--- src/rtl/tclm_pkg.sv ---
package tclm_pkg;

  localparam int NCHAN      = 3;
  localparam int DEPTH      = 256;
  localparam int DEPTH_W    = $clog2(DEPTH);
  localparam int CH_W       = 2;
  localparam int ADDR_W     = CH_W + DEPTH_W;
  localparam int CNT_W      = 16;
  localparam int POS_W      = 4;
  localparam int MARKER_LEN = 10;
  localparam int TAG_POS    = 6;
  localparam int Q_DEPTH    = 2;
  localparam int Q_PTR_W    = $clog2(Q_DEPTH);
  localparam int Q_CNT_W    = $clog2(Q_DEPTH + 1);
  localparam int CFG_IDX_W  = 2;

  localparam logic [CH_W-1:0] CH_COM  = 2'd0;
  localparam logic [CH_W-1:0] CH_SNF  = 2'd1;
  localparam logic [CH_W-1:0] CH_DBG  = 2'd2;
  localparam logic [CH_W-1:0] CH_NONE = 2'd3;

  localparam logic OP_PUT  = 1'b0;
  localparam logic OP_TICK = 1'b1;

  localparam logic [CFG_IDX_W-1:0] REG_COM_TAG = 2'd0;
  localparam logic [CFG_IDX_W-1:0] REG_SNF_TAG = 2'd1;
  localparam logic [CFG_IDX_W-1:0] REG_DBG_TAG = 2'd2;

  localparam logic [7:0] COM_TAG_RST = 8'd49;
  localparam logic [7:0] SNF_TAG_RST = 8'd50;
  localparam logic [7:0] DBG_TAG_RST = 8'd48;

  typedef struct packed {
    logic            is_tick;
    logic [CH_W-1:0] chan;
    logic [7:0]      data;
  } cmd_t;

  // marker: newline "<gLog" tag ">:" newline
  function automatic logic [7:0] marker_byte(input logic [POS_W-1:0] pos,
                                             input logic [7:0] tag);
    logic [7:0] b;
    unique case (pos)
      4'd1:    b = 8'h3C;
      4'd2:    b = 8'h67;
      4'd3:    b = 8'h4C;
      4'd4:    b = 8'h6F;
      4'd5:    b = 8'h67;
      4'd6:    b = tag;
      4'd7:    b = 8'h3E;
      4'd8:    b = 8'h3A;
      default: b = 8'h0A;
    endcase
    return b;
  endfunction

  function automatic logic [CH_W-1:0] pref_first(input logic [CH_W-1:0] ch);
    return (ch == CH_COM) ? CH_SNF : CH_COM;
  endfunction

  function automatic logic [CH_W-1:0] pref_second(input logic [CH_W-1:0] ch);
    return (ch == CH_DBG) ? CH_SNF : CH_DBG;
  endfunction

endpackage

--- src/rtl/tclm_front.sv ---
module tclm_front (
  input  logic                 clk,
  input  logic                 rst,
  input  logic                 s_axis_tvalid,
  output logic                 s_axis_tready,
  input  logic [7:0]           s_axis_tdata,  // data_byte
  input  logic [2:0]           s_axis_tuser,  // op, channel[1:0]
  output logic                 cmd_valid,
  input  logic                 cmd_ready,
  output tclm_pkg::cmd_t       cmd
);
  import tclm_pkg::*;

  cmd_t               q [Q_DEPTH];
  logic [Q_PTR_W-1:0] wr_ptr;
  logic [Q_PTR_W-1:0] rd_ptr;
  logic [Q_CNT_W-1:0] count;
  logic               push;
  logic               pop;
  cmd_t               in_cmd;

  assign s_axis_tready = (count != Q_CNT_W'(Q_DEPTH));
  assign in_cmd.is_tick = s_axis_tuser[0];
  assign in_cmd.chan    = s_axis_tuser[2:1];
  assign in_cmd.data    = s_axis_tdata;

  // puts to the unused channel code are dropped here
  assign push = s_axis_tvalid && s_axis_tready &&
                ((in_cmd.is_tick == OP_TICK) || (in_cmd.chan != CH_NONE));
  assign cmd_valid = (count != '0);
  assign pop       = cmd_valid && cmd_ready;
  assign cmd       = q[rd_ptr];

  always_ff @(posedge clk) begin
    if (rst) begin
      wr_ptr <= '0;
      rd_ptr <= '0;
      count  <= '0;
    end else begin
      if (push) begin
        wr_ptr <= wr_ptr + 1'b1;
      end
      if (pop) begin
        rd_ptr <= rd_ptr + 1'b1;
      end
      if (push && !pop) begin
        count <= count + 1'b1;
      end else if (pop && !push) begin
        count <= count - 1'b1;
      end
    end
  end

  always_ff @(posedge clk) begin
    if (push) begin
      q[wr_ptr] <= in_cmd;
    end
  end

endmodule

--- config.mk ---
export PLATFORM = sky130hd
export DESIGN_NAME = tclm_front
export DESIGN_NICKNAME = d
export VERILOG_FILES = /design/src/rtl/tclm_pkg.sv /design/src/rtl/tclm_front.sv
export SDC_FILE = /design/constraint.sdc
export NUM_CORES = 1
export LEC_CHECK = 0
export ABC_AREA = 1
export BUFFER_PORTS_ARGS = -buffer_cell sky130_fd_sc_hd__buf_2
export CAP_MARGIN = 0
export CORE_MARGIN = 4
export CORE_UTILIZATION = 45
export DETAILED_ROUTE_END_ITERATION = 8
export HOLD_SLACK_MARGIN = 0.03
export PLACE_DENSITY_LB_ADDON = 0.12
export SLEW_MARGIN = 40
export SYNTH_ARGS = -nofsm -noshare
export SYNTH_HDL_FRONTEND = slang
export SYNTH_SLANG_ARGS = --single-unit
--- constraint.sdc ---
create_clock -name clk -period 2.6 [get_ports clk]
set_clock_uncertainty 0.1 [all_clocks]
set_input_delay 0.26 -clock clk [delete_from_list [all_inputs] [get_ports clk]]
set_output_delay 0.26 -clock clk [all_outputs]
set_load 0.02 [all_outputs]
# == Word-level counts from Yosys, hierarchy flattened ==
# Memory sizes are Yosys's and may differ from the RTL's. A register that Yosys moved wholly into a read port is not among the register bits.
# Index checks and enable logic that the tools add are counted.
# Widths: inputs -> output; s select.
# word_totals
ram_bits,22
out_inout_bits,13
mem_bits_ro,0
input_bits,15
elab_cells,26
mem_count,1
latchBits,0
regBits,4
# op_classes
shifts,0
reduce_logical,10
add_sub_neg,4
mul,0
bitwise_logic,0
n_div,0
order_cmp,0
eq_ne,2
n_mux,6
# mem_list
memory,depth,word_bits,rd,rd_clocked_by_memory_dff,wr,line_no,rtl
q,2,11,1,1,1,tclm_front.sv:14,cmd_t q [Q_DEPTH];
# op_table
operator,n
$logic_and 1x1->1,5
$mux 1,4
$mux 2,2
$ne 2x2->1 const B,2
$reduce_bool 2->1,2
$add 1x1->1 const B,2
$add 2x1->2 const B,1
$logic_not 1->1,2
$sub 2x1->2 const B,1
$logic_or 1x1->1,1

# == Logic depth before layout (Yosys ltp) ==
# Gate-level depths: netlist of the first run.
# depth
ltp_word,7
ltp_mapped,11
depth_no_buf,11

# == Worst setup path after synthesis of the first run ==
# OpenSTA, ideal clock, no wires.
# synth_timing
kind,reg2reg
start,reg count[0]
end,mem q[0][0] (netlist name) (enable)
slack_ns,0.719
n_path_buf,0
synth_period_minus_slack_ns,1.881
required_ns,2.107
stages_incl_launch_ff,5
setup_ns,0.393
t_arrival_ns,1.388
path_cell_list,dfxtp_1 -> inv_2 -> nand2_4 -> nand2_4 -> nor3_1
# synth_via
elab_chain_cells,5
# synth_lines
item,line_no,rtl
from (decl),tclm_front.sv:17,logic [Q_CNT_W-1:0] count;
from (signal assigned),tclm_front.sv:47,count <= count + 1'b1;
from (signal assigned),tclm_front.sv:49,count <= count - 1'b1;
$ne 2x2->1,tclm_front.sv:22,assign s_axis_tready = (count != Q_CNT_W'(Q_DEPTH));
named net s_axis_tready,tclm_front.sv:5,"output logic s_axis_tready,"
$logic_and 1x1->1 (2 in series),tclm_front.sv:28,assign push = s_axis_tvalid && s_axis_tready &&
$mux 1,tclm_front.sv:55,if (push) begin
$mux 1 (implied by the code),tclm_front.sv:56,q[wr_ptr] <= in_cmd;
to (decl),tclm_front.sv:14,
# The timed path passes the listed nets, and every way through them passes these cells.

==> results by group, run 1 <==
Clocking
  • CTS clock-pin slew for the worst setup and hold paths: 0.14 ns
  • H-tree Lvls: 1
  • Later-pin clock latency in the skew report: 0.31 ns
  • CTS Sinks: 27
  • CTS tree: done
  • Post-CTS Setup Inserts: 0
  • Clock Path Buffers: 2
  • Root Driver: clkbuf_4
  • Num CTS Buffers: 3

Routing
  • Final ANT Viol Nets: 0
  • Pre-antenna DRT Iters: 3
  • Initial DRC Count: 7
  • Vias: 667
  • Detailed Route WL: 1709 um
  • Avg WL per Cell: 12.04 um
  • Vias per cell: 4.697
  • DRC: 0

STA
  • Final setup viols: 0
  • Max frequency: 0.5343 GHz
  • Max-slew headroom: 0.6813
  • Slew @ Worst Pin: 0.4774 ns
  • RSZ-0062 raised after global routing: false
  • Setup WS post-layout: 0.7284 ns
  • Setup TNS Final: 0 ns
  • Final hold vios: 0
  • Worst hold margin: 0.05844 ns
  • Max Slew Vio Count: 0
  • Tcrit/Tclk final: 0.7198
  • Minimum clock period after layout: 1.872 ns

Logic synthesis
  • Register area share after synthesis: 0.7078
  • Total of warnings raised by yosys: 0
  • Synth area leaders: edfxtp_1 (61%), mux2_2 (9.4%), dfxtp_1 (9.3%)
  • Syn_nets: 91
  • Synthesized cell area: 0.001075 mm2
  • Post-synth top area cell: edfxtp_1
  • Cell variety after synth: 18
  • Mapped Cells: 75
  • Top-area cell type share of the netlist area: 0.6147
  • Post-Syn Area per Cell: 14.33 um2
  • Synthesized flop and latch total: 27

Cells and area
  • Non-Filler Instances: 142
  • Layout Area Growth over Synthesis: 26.31%
  • Nets: 131
  • Final core occ: 0.6078
  • Most frequent cells in the layout: buf_2 (27), edfxtp_1 (22), mux2_2 (9)
  • Final Cell Area: 0.001358 mm2
  • Share of cells above drive strength 1: 0.4123
  • Most common cell after layout, fill and taps aside: buf_2
  • Ant. Diodes: 0

Global route
  • Largest net degree at the start of global routing: 16
  • Initial antenna violation count: 0
  • First-pass GRT wire length: 2925 um
  • Via count of the first global-routing pass: 717
  • All-layer global routing usage: 0.1175
  • Total congestion overflow: 0

Worst setup path
  • FF-to-FF Start: count[1]$_SDFFE_PP0P_
  • Reg2Reg Depth: 9
  • Setup CP Type: reg2out
  • Capturing point of the worst reg2reg path: count[1]$_SDFFE_PP0P_
  • R2R Setup Slk: 1.07 ns
  • Worst EP required: 2.24 ns
  • CP Capture Type: primary output
  • Crit path max fanout: 11
  • Worst EP arrival: 1.51 ns
  • Crit path launch type: flop

Power
  • Worst vdd ir: 0.5073 mV
  • Leak: 0.5594 nW
  • Combinational Power Share: 0.333
  • Power per cell area: 839.6 mW/mm2
  • Sw frac: 0.3398
  • Tot Pwr: 1.140 mW
  • Seq pwr share: 0.515
  • Internal power: 0.7525 mW
  • Sw Pwr: 0.3872 mW
  • Clock power share: 0.151

Status
  • Status: completed

Min path
  • Critical hold path startpoint: s_axis_tuser[2]
  • Hold EP: q[1][9]$_DFFE_PP_
  • Hold Path Cell Cnt: 1
  • HP Class: in2reg

Place
  • Final GP Congestion: 0.7390
  • Dpl hpwl: 1243 um
  • Post-Place Cell Area: 0.001250 mm2
  • Pre-CTS setup slack: 1.022 ns
  • Placed insts: 130
  • PortBufs: 27

Die
  • Chip Height: 56.87 um
  • Die width: 56.87 um
  • Die area: 0.003234 mm2
  • Initial core utilization: 0.4812
  • Site row count: 17
  • Core Footprint: 0.002233 mm2
  • # IOs: 28

Job
  • Max-Cap Viols: 0
-- per-layer routing --
| metal | share of wire | vias up | GRT usage |
|---|---|---|---|
| met5 | 0 | - | 0 |
| met3 | 0.045 | 2 | 0.02529 |
| met4 | 0.0059 | 0 | 0.04967 |
| met2 | 0.53 | 16 | 0.2178 |
| met1 | 0.42 | 308 | 0.1270 |
| li1 | - | 341 | - |
-- cell type report --
class	count	area [um2]
well taps	28	35.03
clock buffers	3	22.52
clock inverters	1	5.005
multi-input cells	40	285.3
flip-flops and latches	27	760.7
fillers	193	875.8
inverters	7	26.28
repair buffers	36	222.7
-- cell usage after synthesis --
cell type	instances
edfxtp_1	22
mux2_2	9
nand2_1	8
nor2_1	7
inv_1	6
dfxtp_1	5
a21oi_1	3
nand3_1	3
mux2_1	2
nand2_4	2
buf_4	1
ha_1	1
inv_2	1
nand2_2	1
nand3b_1	1
nor2_4	1
nor3_1	1
o21ai_0	1
-- flip-flops by register name, indices dropped and copies added (netlist names), named ones only --
signal  count
rd_ptr      1
count       2
q          22
wr_ptr      1
-- worst max-delay path: stages, from the launching register on --
cell     delay [ns]
dfxtp_1        0.64
mux2_2         0.40
buf_2          0.16
-- cells by family after synthesis --
| group | Yosys count | share of synthesized area |
|---|---|---|
| DFF | 27 | 0.7078 |
| and+or+nand+nor | 24 | 0.1153 |
| muxes | 11 | 0.1153 |
| buffers and inverters | 8 | 0.03143 |
| AOI/OAI and AO/OA | 4 | 0.01862 |
| adders and majority gates | 1 | 0.01164 |
-- power groups by stage --
stage / sequential (mW) / combinational (mW) / clock [mW]
floorplan: 0.576 / 0.284 / 0
global placement: 0.597 / 0.367 / 0
detailed placement: 0.599 / 0.375 / 0
CTS: 0.589 / 0.385 / 0.178
global route: 0.597 / 0.421 / 0.198
finish: 0.587 / 0.380 / 0.172
-- worst max-delay path by stage --
stage,endpoint,cells past startpoint
final,cmd[9],2
after global routing,cmd[6],2
after CTS,cmd[9],2
after detailed placement,count[1]$_SDFFE_PP0P_,10
after global placement,cmd[9],2
after floorplan,q[0][0]$_DFFE_PP_,4
-- what timing repair did --
| item | in CTS | in global routing |
|---|---|---|
| gates resized for setup | 0 | 0 |
| endpoints found under the setup margin | 0 | 0 |
| endpoints found under the hold margin | 16 | 0 |
| hold buffers | 8 | 0 |
Power figures use the tool's default switching activity.
==> run 2: changes to the inputs <==
ABC_AREA = 0   (was 1)
clock period = 1.9 ns   (was 2.6 ns; I/O delays follow)
==> results by group, run 2 <==
Worst setup path
  • CP Capture Type: flop
  • Setup CP Type: in2reg
  • Crit-path cells: dlygate4sd3_1 -> buf_2 -> nand2_1 -> o211ai_4 -> inv_1 -> ha_4 -> xor2_1 -> or3_1 -> a21oi_1
  • CP max-delay cell: dlygate4sd3_1
  • CP Buf/Inv Count: 3 (+2)
  • Crit path launch type: input port
  • Worst EP required: 2.06 ns (-0.18 ns)
  • Crit path largest cell delay: 0.52 ns (-0.12 ns)
  • CP top delay family: buffers and inverters
  • Worst EP arrival: 1.98 ns (+0.47 ns)
  • Crit path max fanout: 4 (-7)

Routing
  • Vias per cell: 4.613 (-1.8%)
  • Pre-antenna DRT Iters: 3 (unchanged)
  • Detailed Route WL: 1805 um (+5.6%)
  • DRC: 0 (unchanged)
  • Final ANT Viol Nets: 0 (unchanged)
  • Initial DRC Count: 6 (-1)
  • Avg WL per Cell: 13.18 um (+9.5%)
  • Vias: 632 (-5.2%)

STA
  • Max-slew headroom: 0.6648 (-0.01644)
  • Final hold vios: 0 (unchanged)
  • RSZ-0062 raised after global routing: false
  • Tcrit/Tclk final: 0.9611
  • Setup TNS Final: 0 ns (unchanged)
  • Final setup viols: 0 (unchanged)
  • Max Slew Vio Count: 0 (unchanged)
  • Slew @ Worst Pin: 0.4975 ns (+0.02006 ns)
  • Max frequency: 0.5476 GHz
  • Minimum clock period after layout: 1.826 ns

Logic synthesis
  • Post-synthesis async set-or-reset flop share: 0 (unchanged)
  • Register area share after synthesis: 0.7290 (+0.02122)
  • Post-synth EDFFs: 22 (unchanged)
  • List of most frequent post-synthesis cells: edfxtp_1 (22), mux2_2 (11), nor2_1 (7)
  • Syn_nets: 77 (-15%)
  • Cell variety after synth: 16 (-2)
  • Synth area leaders: edfxtp_1 (63%), mux2_2 (12%), dfxtp_1 (9.6%)
  • Ys flop type: edfxtp_1
  • Top-area cell type share of the netlist area: 0.6331 (+0.01843)
  • Total of warnings raised by yosys: 0 (unchanged)
  • Post-Syn Area per Cell: 17.11 um2 (+19%)
  • Post-synth top area cell: edfxtp_1
  • Synthesized cell area: 0.001044 mm2 (-2.9%)
  • Most common cell in the netlist: edfxtp_1
  • Synthesized flop and latch total: 27 (unchanged)
  • Mapped Cells: 61 (-19%)

Power
  • Leak: 0.5646 nW (+0.93%)
  • Power per cell area: 1159 mW/mm2 (+38%)
  • Worst vdd ir: 0.8785 mV (+73%)
  • Tot Pwr: 1.639 mW (+44%)

Global route
  • Initial antenna violation count: 0 (unchanged)
  • Largest net degree at the start of global routing: 16 (unchanged)
  • Via count of the first global-routing pass: 666 (-7.1%)
  • First-pass GRT wire length: 2932 um (+0.24%)
  • Total congestion overflow: 0 (unchanged)
  • All-layer global routing usage: 0.1198 (+0.002291)

Cells and area
  • Max reg flops: 22 (unchanged)
  • Most common cell after layout, fill and taps aside: buf_2
  • Largest registers: q: 22 flops, count: 2 flops
  • Final Cell Area: 0.001414 mm2 (+4.1%)
  • Fill count: 178 (-7.8%)
  • Nets: 126 (-3.8%)
  • Most frequent cells in the layout: buf_2 (27), edfxtp_1 (22), dlygate4sd3_1 (12)
  • Largest Register: q
  • Share of cells above drive strength 1: 0.4862 (+0.07396)
  • Layout Area Growth over Synthesis: 35.49%
  • Ant. Diodes: 0 (unchanged)

Clocking
  • CTS tree: done
  • Num CTS Buffers: 3 (unchanged)
  • CTS Sinks: 27 (unchanged)
  • Clock Path Buffers: 2 (unchanged)
  • H-tree Lvls: 1 (unchanged)
  • Root Driver: clkbuf_4
  • CTS clock-pin slew for the worst setup and hold paths: 0.14 ns (about the same)
  • Later-pin clock latency in the skew report: 0.31 ns (about the same)

Place
  • PortBufs: 27 (unchanged)
  • Final GP Congestion: 0.6727 (-9.0%)
  • Post-Place Cell Area: 0.001246 mm2 (-0.30%)
  • Dpl hpwl: 1280 um (+2.9%)

Die
  • Die width: 56.16 um (-1.3%)
  • Chip Height: 56.16 um (-1.3%)
  • Core Footprint: 0.002212 mm2 (-0.95%)
  • Die area: 0.003153 mm2 (-2.5%)
  • Initial core utilization: 0.4717 (-0.009513)
  • Site row count: 17 (unchanged)
  • # IOs: 28 (unchanged)

Job
  • Max-Cap Viols: 0 (unchanged)

Status
  • Status: completed

Min path
  • HP Class: in2reg
run 2: changes by cell type in the layout (fill, tap and decap cells not counted), moves of 2 or more:
cell	change
nand2_1	-7
buf_4	+5
dlygate4sd3_1	+4
inv_1	-4
nand3_1	-3
xor2_1	+3
a21oi_1	-2
mux2_1	-2
mux2_2	+2
nand2_4	-2
run 2: worst register-to-register path, cell delays in order, from the launching register on:
cell and delay (ns):
dfxtp_1 0.39, o21ai_0 0.44, ha_4 0.29, or3_1 0.36
a21oi_1 0.13
run 2: cell families after synthesis:
| kind of cell | Yosys count | share of synthesized area |
|---|---|---|
| AOI/OAI and AO/OA | 4 | 0.03477 |
| xor gates and xnor gates | 3 | 0.02518 |
| adders and majority gates | 1 | 0.01199 |
| buffers and inverters | 3 | 0.01199 |
| DFF | 27 | 0.7290 |
| muxes | 12 | 0.1331 |
| and+or+nand+nor | 11 | 0.05396 |
run 2: final timing paths:
kind                              start                    end  slack, ns  cells past startpoint
setup / recovery        s_axis_tuser[1]  count[1]$_SDFFE_PP0P_       0.07                      9
hold / removal            s_axis_tvalid    wr_ptr$_SDFFE_PP0P_       0.24                      4
hold reg to reg     rd_ptr$_SDFFE_PP0P_                   flop       0.43                      2
setup reg to reg  count[1]$_SDFFE_PP0P_  count[1]$_SDFFE_PP0P_       0.14                      4
run 2: per-layer routing:
| metal | GRT usage | routed length, um | up-vias |
|---|---|---|---|
| met1 | 0.1429 | 715 | 298 |
| li1 | - | - | 320 |
| met3 | 0.02320 | 79 | 2 |
| met4 | 0.04068 | 17 | 0 |
| met2 | 0.2137 | 993 | 12 |
| met5 | 0 | 0 | - |
run 2: power breakdown:
group | switching (mW) | internal (mW)
clock network | 0.156 | 0.0786
registers | 0.0456 | 0.747
logic | 0.320 | 0.292
total | 0.522 | 1.12
run 2: repair_timing:
| action | 4_1_cts | 5_1_grt |
|---|---|---|
| setup buffers | 0 | 1 |
| endpoints found under the setup margin | 0 | 1 |
| hold buffers | 12 | 0 |
| resized for setup | 0 | 1 |
| endpoints found under the hold margin | 26 | 0 |
run 2: cell type report:
class                           count  area, um2  area share
Clock buffer                        3      22.52     0.01593
Clock inverter                      1      5.005    0.003540
Inverter                            2      7.507    0.005310
Multi-Input combinational cell     31      282.8      0.2000
Sequential cell                    27      760.7      0.5381
Tap cell                           28      35.03     0.02478
Timing Repair Buffer               45      300.3      0.2124
run 2: stage by stage:
step                      utilization  instances  hold WS, ns  setup slack, ns
after CTS                      0.6301        136       0.1514          0.03537
after floorplan                     -         61       0.1591           0.2439
after global routing           0.6391        137       0.2412         0.007544
final                          0.6391        137       0.2446          0.07386
after global placement         0.5633        120       0.2783           0.2625
after detailed placement       0.5633        120       0.2834           0.2096
